==> src/hw/rtl/gsd_pkg.sv <==
`default_nettype none

package gsd_pkg;

   localparam int GSD_WINDOW_LIMIT = 1024;
   localparam int LANES            = 3;

   localparam int RAW_W      = 16;
   localparam int SCALED_W   = RAW_W + 1;
   localparam int OFF_W      = 18;
   localparam int CORR_W     = 19;
   localparam int SPAN_W     = CORR_W + 1;
   localparam int LEN_W      = 11;
   localparam int MARGIN_W   = 12;
   localparam int LIMIT_W    = MARGIN_W + 2;
   localparam int CSR_IDX_W  = 3;
   localparam int CSR_DATA_W = 12;

   localparam int OFFSET_LIMIT = 65536;

   localparam logic [LEN_W-1:0]    WINDOW_LENGTH_RESET = 11'd100;
   localparam logic [MARGIN_W-1:0] THRESHOLD_RESET     = 12'd0;
   localparam logic [MARGIN_W-1:0] MARGIN_X_RESET      = 12'd120;
   localparam logic [MARGIN_W-1:0] MARGIN_Y_RESET      = 12'd260;
   localparam logic [MARGIN_W-1:0] MARGIN_Z_RESET      = 12'd380;

   typedef logic signed [RAW_W-1:0]    gsd_raw_type;
   typedef logic signed [SCALED_W-1:0] gsd_scaled_type;
   typedef logic signed [OFF_W-1:0]    gsd_offset_type;
   typedef logic signed [CORR_W-1:0]   gsd_corr_type;
   typedef logic [MARGIN_W-1:0]        gsd_margin_type;

   typedef enum logic [CSR_IDX_W-1:0] {
      CSR_WINDOW_LENGTH = 3'd0,
      CSR_THRESHOLD     = 3'd1,
      CSR_CALIBRATE     = 3'd2,
      CSR_MARGIN_X      = 3'd3,
      CSR_MARGIN_Y      = 3'd4,
      CSR_MARGIN_Z      = 3'd5
   } gsd_csr_index_type;

   typedef struct packed {
      logic load;
      logic adv2;
      logic adv3;
      logic first;
      logic wr_off;
   } gsd_lane_ctrl_type;

   typedef struct packed {
      logic load;
      logic window_end;
      logic calibrate;
   } gsd_merge_ctrl_type;

   typedef struct packed {
      logic free;
      logic wr_off;
   } gsd_merge_stat_type;

endpackage

`default_nettype wire

==> src/hw/rtl/gsd_channels.sv <==
`default_nettype none

interface gsd_req_if import gsd_pkg::*; ();
   logic        valid;
   logic        ready;
   gsd_raw_type raw_x;
   gsd_raw_type raw_y;
   gsd_raw_type raw_z;

   modport source (output valid, output raw_x, output raw_y, output raw_z, input ready);
   modport sink   (input valid, input raw_x, input raw_y, input raw_z, output ready);
endinterface

interface gsd_rsp_if import gsd_pkg::*; ();
   logic         valid;
   logic         ready;
   gsd_corr_type corrected_x;
   gsd_corr_type corrected_y;
   gsd_corr_type corrected_z;
   logic         window_end;
   logic         is_quiet;
   logic         offsets_updated;

   modport source (output valid, output corrected_x, output corrected_y, output corrected_z,
                   output window_end, output is_quiet, output offsets_updated, input ready);
   modport sink   (input valid, input corrected_x, input corrected_y, input corrected_z,
                   input window_end, input is_quiet, input offsets_updated, output ready);
endinterface

interface gsd_csr_if import gsd_pkg::*; ();
   logic                  valid;
   logic                  ready;
   logic [CSR_IDX_W-1:0]  index;
   logic [CSR_DATA_W-1:0] data;

   modport source (output valid, output index, output data, input ready);
   modport sink   (input valid, input index, input data, output ready);
endinterface

`default_nettype wire

==> src/hw/rtl/gsd_lane.sv <==
`default_nettype none

module gsd_lane import gsd_pkg::*; (
   input  wire logic              clock,
   input  wire logic              reset,
   input  wire gsd_lane_ctrl_type ctrl,
   input  wire gsd_raw_type       raw,
   input  wire logic              flip,
   input  wire gsd_margin_type    threshold,
   input  wire gsd_margin_type    margin,
   output gsd_corr_type           corr,
   output logic                   quiet
);

   localparam logic signed [SPAN_W-1:0] OFF_MAX = SPAN_W'(OFFSET_LIMIT);
   localparam logic signed [SPAN_W-1:0] OFF_MIN = -SPAN_W'(OFFSET_LIMIT);

   gsd_scaled_type scaled_ff, scaled_in;
   gsd_corr_type   corr2_ff, corr2_in;
   gsd_corr_type   corr3_ff;
   gsd_corr_type   max_ff, min_ff;
   gsd_offset_type offset_ff, offset_in;

   gsd_raw_type              raw_sel;
   logic signed [SPAN_W-1:0] span, sum, half, noff, limit_s;
   logic [LIMIT_W-1:0]       limit;

   always_comb begin
      raw_sel   = flip ? -raw : raw;
      scaled_in = $signed({raw_sel, 1'b0});
      corr2_in  = CORR_W'(scaled_ff) + CORR_W'(offset_ff);
   end

   // window close: span check and new offset from the midpoint
   always_comb begin
      span    = SPAN_W'(max_ff) - SPAN_W'(min_ff);
      limit   = LIMIT_W'({1'b0, threshold} + {1'b0, margin}) << 1;
      limit_s = $signed(SPAN_W'(limit));
      quiet   = span < limit_s;
      sum     = SPAN_W'(max_ff) + SPAN_W'(min_ff);
      half    = $signed(sum + {{(SPAN_W-1){1'b0}}, sum[SPAN_W-1]}) >>> 1;
      noff    = -half;
      if (noff > OFF_MAX) begin
         offset_in = OFF_W'(OFF_MAX);
      end else if (noff < OFF_MIN) begin
         offset_in = OFF_W'(OFF_MIN);
      end else begin
         offset_in = OFF_W'(noff);
      end
   end

   always_ff @(posedge clock) begin
      if (reset) begin
         offset_ff <= '0;
      end else if (ctrl.wr_off) begin
         offset_ff <= offset_in;
      end
   end

   always_ff @(posedge clock) begin
      if (ctrl.load) begin
         scaled_ff <= scaled_in;
      end
      if (ctrl.adv2) begin
         corr2_ff <= corr2_in;
      end
      if (ctrl.adv3) begin
         corr3_ff <= corr2_ff;
         if (ctrl.first) begin
            max_ff <= corr2_ff;
            min_ff <= corr2_ff;
         end else begin
            if (corr2_ff > max_ff) begin
               max_ff <= corr2_ff;
            end
            if (corr2_ff < min_ff) begin
               min_ff <= corr2_ff;
            end
         end
      end
   end

   assign corr = corr3_ff;

endmodule

`default_nettype wire

==> src/hw/rtl/gsd_merge.sv <==
`default_nettype none

module gsd_merge import gsd_pkg::*; (
   input  wire logic               clock,
   input  wire logic               reset,
   input  wire gsd_merge_ctrl_type ctrl,
   input  wire gsd_corr_type       corr [LANES],
   input  wire logic [LANES-1:0]   quiet,
   output gsd_merge_stat_type      stat,
   gsd_rsp_if.source               rsp
);

   logic         valid_ff;
   gsd_corr_type corr_ff [LANES];
   logic         end_ff, quiet_ff, upd_ff;
   logic         quiet_all, upd;

   always_comb begin
      quiet_all   = ctrl.window_end && (&quiet);
      upd         = quiet_all && ctrl.calibrate;
      stat.free   = !valid_ff || rsp.ready;
      stat.wr_off = ctrl.load && upd;
   end

   always_ff @(posedge clock) begin
      if (reset) begin
         valid_ff <= 1'b0;
      end else if (ctrl.load) begin
         valid_ff <= 1'b1;
      end else if (rsp.ready) begin
         valid_ff <= 1'b0;
      end
   end

   always_ff @(posedge clock) begin
      if (ctrl.load) begin
         corr_ff  <= corr;
         end_ff   <= ctrl.window_end;
         quiet_ff <= quiet_all;
         upd_ff   <= upd;
      end
   end

   assign rsp.valid           = valid_ff;
   assign rsp.corrected_x     = corr_ff[0];
   assign rsp.corrected_y     = corr_ff[1];
   assign rsp.corrected_z     = corr_ff[2];
   assign rsp.window_end      = end_ff;
   assign rsp.is_quiet        = quiet_ff;
   assign rsp.offsets_updated = upd_ff;

endmodule

`default_nettype wire

==> src/hw/rtl/gyro_stillness_detector_core.sv <==
// Gyro stillness detector. Takes one three-axis sample per transfer and returns one
// offset-corrected sample per transfer, with window_end, is_quiet and offsets_updated
// flags on the sample that closes a window. Three axis lanes run side by side and a
// merge stage combines their span checks and holds the output register. Throughput is
// one sample per clock unless rsp back-pressure or a calibration hold stalls it. When
// calibration is enabled, the sample after a window-closing one waits in the first
// stage for the rewritten offsets from the merge stage. Configuration writes take
// effect at once and are meant to be made while no sample is in flight.
`default_nettype none

module gyro_stillness_detector_core import gsd_pkg::*; #(
   parameter int WINDOW_LIMIT = GSD_WINDOW_LIMIT
) (
   input  wire logic  clock,
   input  wire logic  reset,
   gsd_req_if.sink    req_chan,
   gsd_rsp_if.source  rsp_chan,
   gsd_csr_if.sink    csr_chan
);

   localparam int CntW = $clog2(WINDOW_LIMIT);
   localparam int LimW = $clog2(WINDOW_LIMIT + 1);
   localparam int EffW = ((LimW > LEN_W) ? LimW : LEN_W) + 1;

   logic [LEN_W-1:0]  window_length_ff;
   gsd_margin_type    threshold_ff;
   logic              calibrate_ff;
   gsd_margin_type    margin_ff [LANES];

   logic [CntW-1:0]   count_ff, count_in;
   logic [EffW-1:0]   wl_ext, eff_len, count_inc;
   logic              at_end;

   logic v1_ff, v2_ff, v3_ff;
   logic first1_ff, end1_ff, first2_ff, end2_ff, end3_ff;
   logic en1, en2, en3, en4, hazard;

   gsd_lane_ctrl_type  lane_ctrl;
   gsd_merge_ctrl_type merge_ctrl;
   gsd_merge_stat_type merge_stat;
   gsd_raw_type        lane_raw [LANES];
   gsd_corr_type       lane_corr [LANES];
   logic [LANES-1:0]   lane_quiet;
   logic [LANES-1:0]   lane_flip;

   // configuration
   assign csr_chan.ready = 1'b1;

   always_ff @(posedge clock) begin
      if (reset) begin
         window_length_ff <= WINDOW_LENGTH_RESET;
         threshold_ff     <= THRESHOLD_RESET;
         calibrate_ff     <= 1'b0;
         margin_ff[0]     <= MARGIN_X_RESET;
         margin_ff[1]     <= MARGIN_Y_RESET;
         margin_ff[2]     <= MARGIN_Z_RESET;
      end else if (csr_chan.valid) begin
         unique case (csr_chan.index)
            CSR_WINDOW_LENGTH: window_length_ff <= csr_chan.data[LEN_W-1:0];
            CSR_THRESHOLD:     threshold_ff     <= csr_chan.data;
            CSR_CALIBRATE:     calibrate_ff     <= csr_chan.data[0];
            CSR_MARGIN_X:      margin_ff[0]     <= csr_chan.data;
            CSR_MARGIN_Y:      margin_ff[1]     <= csr_chan.data;
            CSR_MARGIN_Z:      margin_ff[2]     <= csr_chan.data;
            default: ;
         endcase
      end
   end

   // window position
   always_comb begin
      wl_ext = EffW'(window_length_ff);
      if (window_length_ff == '0) begin
         eff_len = EffW'(1);
      end else if (wl_ext > EffW'(WINDOW_LIMIT)) begin
         eff_len = EffW'(WINDOW_LIMIT);
      end else begin
         eff_len = wl_ext;
      end
      count_inc = EffW'(count_ff) + EffW'(1);
      at_end    = count_inc >= eff_len;
      count_in  = at_end ? '0 : count_inc[CntW-1:0];
   end

   // pipeline control
   always_comb begin
      en4    = v3_ff && merge_stat.free;
      en3    = v2_ff && (!v3_ff || en4);
      hazard = calibrate_ff && ((v2_ff && end2_ff) || (v3_ff && end3_ff));
      en2    = v1_ff && (!v2_ff || en3) && !hazard;
      en1    = req_chan.valid && req_chan.ready;
   end

   assign req_chan.ready = !v1_ff || en2;

   always_ff @(posedge clock) begin
      if (reset) begin
         count_ff <= '0;
         v1_ff    <= 1'b0;
         v2_ff    <= 1'b0;
         v3_ff    <= 1'b0;
      end else begin
         if (en1) begin
            count_ff <= count_in;
         end
         if (en1) begin
            v1_ff <= 1'b1;
         end else if (en2) begin
            v1_ff <= 1'b0;
         end
         if (en2) begin
            v2_ff <= 1'b1;
         end else if (en3) begin
            v2_ff <= 1'b0;
         end
         if (en3) begin
            v3_ff <= 1'b1;
         end else if (en4) begin
            v3_ff <= 1'b0;
         end
      end
   end

   always_ff @(posedge clock) begin
      if (en1) begin
         first1_ff <= (count_ff == '0);
         end1_ff   <= at_end;
      end
      if (en2) begin
         first2_ff <= first1_ff;
         end2_ff   <= end1_ff;
      end
      if (en3) begin
         end3_ff <= end2_ff;
      end
   end

   always_comb begin
      lane_ctrl.load   = en1;
      lane_ctrl.adv2   = en2;
      lane_ctrl.adv3   = en3;
      lane_ctrl.first  = first2_ff;
      lane_ctrl.wr_off = merge_stat.wr_off;

      merge_ctrl.load       = en4;
      merge_ctrl.window_end = end3_ff;
      merge_ctrl.calibrate  = calibrate_ff;

      lane_raw[0] = req_chan.raw_x;
      lane_raw[1] = req_chan.raw_y;
      lane_raw[2] = req_chan.raw_z;
      lane_flip   = 3'b011;
   end

   for (genvar g = 0; g < LANES; g++) begin : g_lane
      gsd_lane u_lane (
         .clock     (clock),
         .reset     (reset),
         .ctrl      (lane_ctrl),
         .raw       (lane_raw[g]),
         .flip      (lane_flip[g]),
         .threshold (threshold_ff),
         .margin    (margin_ff[g]),
         .corr      (lane_corr[g]),
         .quiet     (lane_quiet[g])
      );
   end

   gsd_merge u_merge (
      .clock (clock),
      .reset (reset),
      .ctrl  (merge_ctrl),
      .corr  (lane_corr),
      .quiet (lane_quiet),
      .stat  (merge_stat),
      .rsp   (rsp_chan)
   );

endmodule

`default_nettype wire

==> src/flat_wrapper.sv <==
// flat-port wrapper written by rule: the top's interface ports become plain ports
module gyro_stillness_detector_core_flat import gsd_pkg::*;
#(
   parameter int WINDOW_LIMIT = GSD_WINDOW_LIMIT
)
  (clock, reset, req_chan_valid, req_chan_raw_x, req_chan_raw_y, req_chan_raw_z, req_chan_ready, rsp_chan_valid, rsp_chan_corrected_x, rsp_chan_corrected_y, rsp_chan_corrected_z, rsp_chan_window_end, rsp_chan_is_quiet, rsp_chan_offsets_updated, rsp_chan_ready, csr_chan_valid, csr_chan_index, csr_chan_data, csr_chan_ready);
  gsd_req_if req_chan_i ();
  gsd_rsp_if rsp_chan_i ();
  gsd_csr_if csr_chan_i ();
  input  wire logic clock;
  input  wire logic reset;
  input wire logic [$bits(req_chan_i.valid)-1:0] req_chan_valid;
  input wire logic [$bits(req_chan_i.raw_x)-1:0] req_chan_raw_x;
  input wire logic [$bits(req_chan_i.raw_y)-1:0] req_chan_raw_y;
  input wire logic [$bits(req_chan_i.raw_z)-1:0] req_chan_raw_z;
  output wire logic [$bits(req_chan_i.ready)-1:0] req_chan_ready;
  output wire logic [$bits(rsp_chan_i.valid)-1:0] rsp_chan_valid;
  output wire logic [$bits(rsp_chan_i.corrected_x)-1:0] rsp_chan_corrected_x;
  output wire logic [$bits(rsp_chan_i.corrected_y)-1:0] rsp_chan_corrected_y;
  output wire logic [$bits(rsp_chan_i.corrected_z)-1:0] rsp_chan_corrected_z;
  output wire logic [$bits(rsp_chan_i.window_end)-1:0] rsp_chan_window_end;
  output wire logic [$bits(rsp_chan_i.is_quiet)-1:0] rsp_chan_is_quiet;
  output wire logic [$bits(rsp_chan_i.offsets_updated)-1:0] rsp_chan_offsets_updated;
  input wire logic [$bits(rsp_chan_i.ready)-1:0] rsp_chan_ready;
  input wire logic [$bits(csr_chan_i.valid)-1:0] csr_chan_valid;
  input wire logic [$bits(csr_chan_i.index)-1:0] csr_chan_index;
  input wire logic [$bits(csr_chan_i.data)-1:0] csr_chan_data;
  output wire logic [$bits(csr_chan_i.ready)-1:0] csr_chan_ready;
  assign req_chan_i.valid = req_chan_valid;
  assign req_chan_i.raw_x = req_chan_raw_x;
  assign req_chan_i.raw_y = req_chan_raw_y;
  assign req_chan_i.raw_z = req_chan_raw_z;
  assign req_chan_ready = req_chan_i.ready;
  assign rsp_chan_valid = rsp_chan_i.valid;
  assign rsp_chan_corrected_x = rsp_chan_i.corrected_x;
  assign rsp_chan_corrected_y = rsp_chan_i.corrected_y;
  assign rsp_chan_corrected_z = rsp_chan_i.corrected_z;
  assign rsp_chan_window_end = rsp_chan_i.window_end;
  assign rsp_chan_is_quiet = rsp_chan_i.is_quiet;
  assign rsp_chan_offsets_updated = rsp_chan_i.offsets_updated;
  assign rsp_chan_i.ready = rsp_chan_ready;
  assign csr_chan_i.valid = csr_chan_valid;
  assign csr_chan_i.index = csr_chan_index;
  assign csr_chan_i.data = csr_chan_data;
  assign csr_chan_ready = csr_chan_i.ready;
  gyro_stillness_detector_core #(.WINDOW_LIMIT(WINDOW_LIMIT)) u_core (.clock(clock), .reset(reset), .req_chan(req_chan_i), .rsp_chan(rsp_chan_i), .csr_chan(csr_chan_i));
endmodule
==> config.mk <==
export PLATFORM = sky130hd
export DESIGN_NAME = gyro_stillness_detector_core_flat
export DESIGN_NICKNAME = d
export VERILOG_FILES = /design/src/hw/rtl/gsd_pkg.sv /design/src/hw/rtl/gsd_channels.sv /design/src/hw/rtl/gsd_lane.sv /design/src/hw/rtl/gsd_merge.sv /design/src/hw/rtl/gyro_stillness_detector_core.sv /design/src/flat_wrapper.sv
export SDC_FILE = /design/constraint.sdc
export NUM_CORES = 1
export LEC_CHECK = 0
export ABC_AREA = 1
export BUFFER_PORTS_ARGS = -buffer_cell sky130_fd_sc_hd__buf_4
export CAP_MARGIN = 20
export CORE_UTILIZATION = 61
export CTS_BUF_LIST = sky130_fd_sc_hd__clkbuf_16
export DETAILED_ROUTE_END_ITERATION = 6
export PLACE_DENSITY = 0.79
export SLEW_MARGIN = 20
export SYNTH_ARGS = -nofsm -noshare
export SYNTH_HDL_FRONTEND = slang
export SYNTH_HIERARCHICAL = 1
export SYNTH_SLANG_ARGS = --single-unit
==> constraint.sdc <==
create_clock -name clock -period 6.7 [get_ports clock]
set_input_delay 1.005 -clock clock [delete_from_list [all_inputs] [get_ports clock]]
set_output_delay 1.005 -clock clock [all_outputs]
set_load 0.02 [all_outputs]
Word level (Yosys, flattened, before mapping)
Memory sizes are Yosys's and may differ from the RTL's.
Cells that the tools add are included.
Operators by class
  $add $sub $neg: 21
  order comparisons: 17
  eq/ne operators: 5
  multiplexer cells: 46
  bitwise operators: 3
  reductions and logical operators: 44
Operator list (count)
  $mux 19: 12
  $mux 18: 6
  $add 19x19->20: 3
  $add 20x1->20: 3
  $gt 20x18->1 const B: 3
  $lt 20x15->1: 3
  $lt 20x17->1 const B: 3
  $neg 19->20: 3
  $sub 19x19->20: 3
  $add 17x18->19: 3
  $gt 19x19->1: 3
  $lt 19x19->1: 3
  $mux 12: 4
  $add 12x12->13: 3
  $neg 16->16: 2
  $mux 1: 22
  $reduce_bool 2->1: 10
  $reduce_and 2->1: 9
  $ge 12x12->1: 1
  $add 10x1->11 const B: 1
  $gt 11x11->1 const B: 1
  $logic_and 1x1->1: 11
  $logic_not 11->1: 1
  $mux 11: 1
  10 further kinds: 22
Word-level totals
  register bits after elaboration: 433
  bits in writable memories: 36
  bits of input ports: 68
  output and inout port bits: 63
  logic and storage cells: 174
  memories kept: 1
Memory list
  u_core.margin_ff: depth 3, bits a word 12, read ports 3, clocked after Yosys merged registers in 0, write ports 3, line gyro_stillness_detector_core.sv:28  | gsd_margin_type margin_ff [LANES];

Depth between registers and ports, before layout
  depth in word-level cells: 11
  depth in mapped cells: 40
  depth with buffers taken out: 38

Cells and area by module
The synthesis kept the hierarchy.
By module, submodules not included
  gsd_lane at u_core.g_lane[1].u_lane ...: instances 2, cells an instance 1243, area an instance 9883.2 um^2, seq. area each 3123.0 um^2
  gsd_lane at u_core.g_lane[0].u_lane: instances 1, cells an instance 1267, area an instance 9795.6 um^2, seq. area each 3123.0 um^2
  gyro_stillness_detector_core: instances 1, cells an instance 344, area an instance 3333.2 um^2, seq. area each 1971.9 um^2
  gsd_merge: instances 1, cells an instance 71, area an instance 1868.0 um^2, seq. area each 1821.7 um^2

Worst setup path before layout
No wires, ideal clock.
  kind: input -> register
  from: input port rsp_chan_ready
  to: register u_core.g_lane[0].u_lane.max_ff[0] (enable)
  library setup time: 0.424 ns
  arrival: 5.749 ns
  data required time: 6.276 ns
  slack: 0.526 ns
  stages: 5
  buffers on the path: 0
  cell sequence: inv_1 > nand2_1 > inv_1 > a21oi_1 > a21boi_0
RTL lines
  start, declared: line flat_wrapper.sv:24  | input wire logic [$bits(rsp_chan_i.ready)-1:0] rsp_chan_ready;
  end signal, assigned: line gsd_lane.sv:70  | max_ff <= corr2_ff;
  end signal, assigned: line gsd_lane.sv:74  | max_ff <= corr2_ff;
  end, declared: line gsd_lane.sv:21  | gsd_corr_type max_ff, min_ff;

==> run summary <==
Max Buffers Root-to-Sink -> 3
Synth top area cells -> edfxtp_1 33%, ha_1 13%, nand2_1 10%, inv_1 5.6%, dfxtp_1 5.3%
First-pass GRT wire length -> 136.9 mm
Worst Path Required -> 7.23 ns
Post-layout util -> 0.6738
Final net count -> 4743
Layout fillers -> 4634
Period utilisation layout -> 0.8887
Most frequent cells in the layout -> 925 x nand2_1, 527 x inv_1, 377 x edfxtp_1
Pwr dens -> 206.1 nW/um^2
Post-place instance area -> 36320 um^2
Final non-filler cell total -> 5091
Hold_ws -> 0.4134 ns
Number of flops mapped to enable cells by yosys -> 377
Commonest non-fill, non-tap cell in the layout -> nand2_1
Worst slew pin tran -> 1.020 ns
CTS sink cnt -> 469
Net Switching -> 2.372 mW
Wire per inst -> 17.14 um
Seq/Total Area, Yosys -> 0.3786
Final instance area -> 37990 um^2
Clock insertion delay at the later pin of the skew report -> 0.62 ns
Dpl ws -> 0.8559 ns
Num rows -> 87
Diodes inserted -> 0
Num ports -> 131
Hpwl dp -> 67.98 mm
Yosys warnings -> 6
Initial antenna violation count -> 1
Layout cell share with drive strength beyond 1 -> 0.1354
M1 WL -> 37.05 mm
Worst setup margin -> 0.7456 ns
Mapped Cells -> 4168
CTS root buf -> clkbuf_16
Internal power -> 5.458 mW
Synth area leader -> edfxtp_1
#FFs+latches synth -> 469
Type of origin of the critical path -> flip-flop
Final Hold Vio Count -> 0
Setup_tns -> 0 ns
Port bufs -> 129
Area Growth Syn to Fin -> 9.290%
VDD IR max -> 0.0002063 V
Max Cap Viol -> 0
DR WL met3 -> 5.175 mm
Top Metal Used -> met4
Logic pwr share -> 0.202
Static Leak -> 17.18 nW
Yosys top cell area share -> 0.3257
Gr usage total -> 0.2995
Kind of critical path -> flip-flop to flip-flop
Drt via density -> 5.596
Min Tclk post-route -> 5.954 ns
Max FO, Critical Path -> 20
Sequential Power Share -> 0.437
Cells after DPL -> 4996
Sw frac -> 0.3029
Primary FF master, synth -> edfxtp_1
Total power -> 7.830 mW
Met2 wire length -> 41.33 mm
Max-slew violations -> 0
Detailed Routing Iterations Pass 1 -> 5
Die Y -> 240.7 um
Arrival time worst endpoint -> 6.48 ns
Unrepaired setup endpoints after global routing -> false
Fmax -> 0.1679 GHz
Worst Skew -> 0.02346 ns
DRC viols -> 0
Largest net degree at the start of global routing -> 69
Post-synth ARST share -> 0
Clock-pin slew of the registers on the worst-case setup and hold paths -> 0.07 ns
Die area -> 57950 um^2
CTS tree -> yes
Most Frequent Cell on Critical Path -> nand2_1
Outcome -> complete, no violations
H-tree depth -> 2
Vias in the first global route -> 26730
Synthesized cell area -> 34760 um^2
Grt total ovfl -> 0
HP Class -> flip-flop to flip-flop
Placeable core region -> 56390 um^2
Slew headroom -> 0.3199
Num CTS Buffers -> 51
Worst path slowest cell -> ha_1
Starting Density -> 0.6165
RD Place Congestion -> 0.9838
Antenna viol nets, final -> 0
Finish-stage setup viols -> 0
DRT iter0 DRCs -> 2043
Via count -> 28490
Syn_area_per_cell -> 8.341 um^2
# resized after CTS -> 0
Die Width -> 240.7 um
Hold buffers post-CTS -> 0
Power share of the clock group -> 0.361
Worst path max stage delay -> 0.58 ns
Synth cell types -> 61
Post-CTS Setup Bufs -> 0
CP Capture Type -> flip-flop
Routed WL -> 87.28 mm
## area by class of cell
type                            instances  area, um^2  area share
Clock buffer                           53        1326     0.03491
Sequential cell                       469       13160      0.3465
Timing Repair Buffer                  146        1096     0.02885
Inverter                              584        2200     0.05790
Multi-Input combinational cell       3041       18920      0.4979
Clock inverter                         42       346.6    0.009122
Tap cell                              756       945.9     0.02490
## critical path, delay by kind of cell, from the launching register on
family                     cells  cell delay (ns)
and+or+nand+nor               17             2.53
AOI/OAI and AO/OA              7             1.23
adders and majority gates      2             0.88
buffers and inverters          3             0.48
DFF                            1             0.43
xor gates and xnor gates       1             0.29
## state kept, by name, summed over array words and instances, names as in the netlist, 10 cells and up
signal / flops
u_core/g_lane.u_lane/min_ff: 57
u_core/g_lane.u_lane/offset_ff: 54
u_core/margin_ff: 36
u_core/window_length_ff: 11
u_core/g_lane.u_lane/scaled_ff: 48
u_core/g_lane.u_lane/corr: 57
u_core/u_merge/rsp.corrected_x: 19
u_core/g_lane.u_lane/corr2_ff: 57
u_core/u_merge/rsp.corrected_y: 19
u_core/u_merge/rsp.corrected_z: 19
u_core/g_lane.u_lane/max_ff: 57
u_core/count_ff: 10
u_core/threshold_ff: 12
## path summary, 6_finish.rpt
| kind | slack (ns) | cells past startpoint | start | to |
|---|---|---|---|---|
| max | 0.75 | 30 | u_core/g_lane[2].u_lane/max_ff[2] | u_core/g_lane[0].u_lane/offset_ff[10] |
| min | 0.41 | 0 | u_core/g_lane[2].u_lane/corr[12] | u_core/u_merge/rsp.corrected_z[12] |
| max reg2reg | 0.75 | 30 | u_core/g_lane[2].u_lane/max_ff[2] | u_core/g_lane[0].u_lane/offset_ff[10] |
| min reg2reg | 0.41 | 0 | u_core/g_lane[2].u_lane/corr[12] | u_core/u_merge/rsp.corrected_z[12] |
## layer usage
| metal | GRT usage | up-vias |
|---|---|---|
| met5 | 0 | - |
| met4 | 0.1257 | 0 |
| met3 | 0.04198 | 196 |
| met2 | 0.5076 | 856 |
| met1 | 0.3829 | 13270 |
| li1 | - | 14170 |
## cell usage after synthesis (46+ instances only)
cell type and count:
a21oi_1 319, a21oi_2 46, dfxtp_1 92, edfxtp_1 377, ha_1 370, inv_1 520
inv_2 54, nand2_1 925, nand2_2 105, nand3_1 255, nand4_1 101, nor2_1 286
nor2_2 47, o21ai_0 110, xor2_1 148
## power by group through the flow
stage	logic [mW]	clock network (mW)	registers, mW
floorplan	1.17	0	3.44
global placement	1.52	0	3.47
detailed placement	1.55	0	3.48
CTS	1.57	2.87	3.42
global route	1.76	2.97	3.43
finish	1.58	2.83	3.42
## kinds of logic (layout without fill, tap and decap cells)
logic type,count (synthesis),after routing,synth area share
buf+inv,660,825,0.07882
flops,469,469,0.3786
fa+ha+maj,382,382,0.1401
other cells,2,4,0.0002160
xor+xnor,188,188,0.04909
simple gates,1876,1876,0.2545
compound gates,591,591,0.09862
Note: power is estimated with default switching activity, not from simulation.
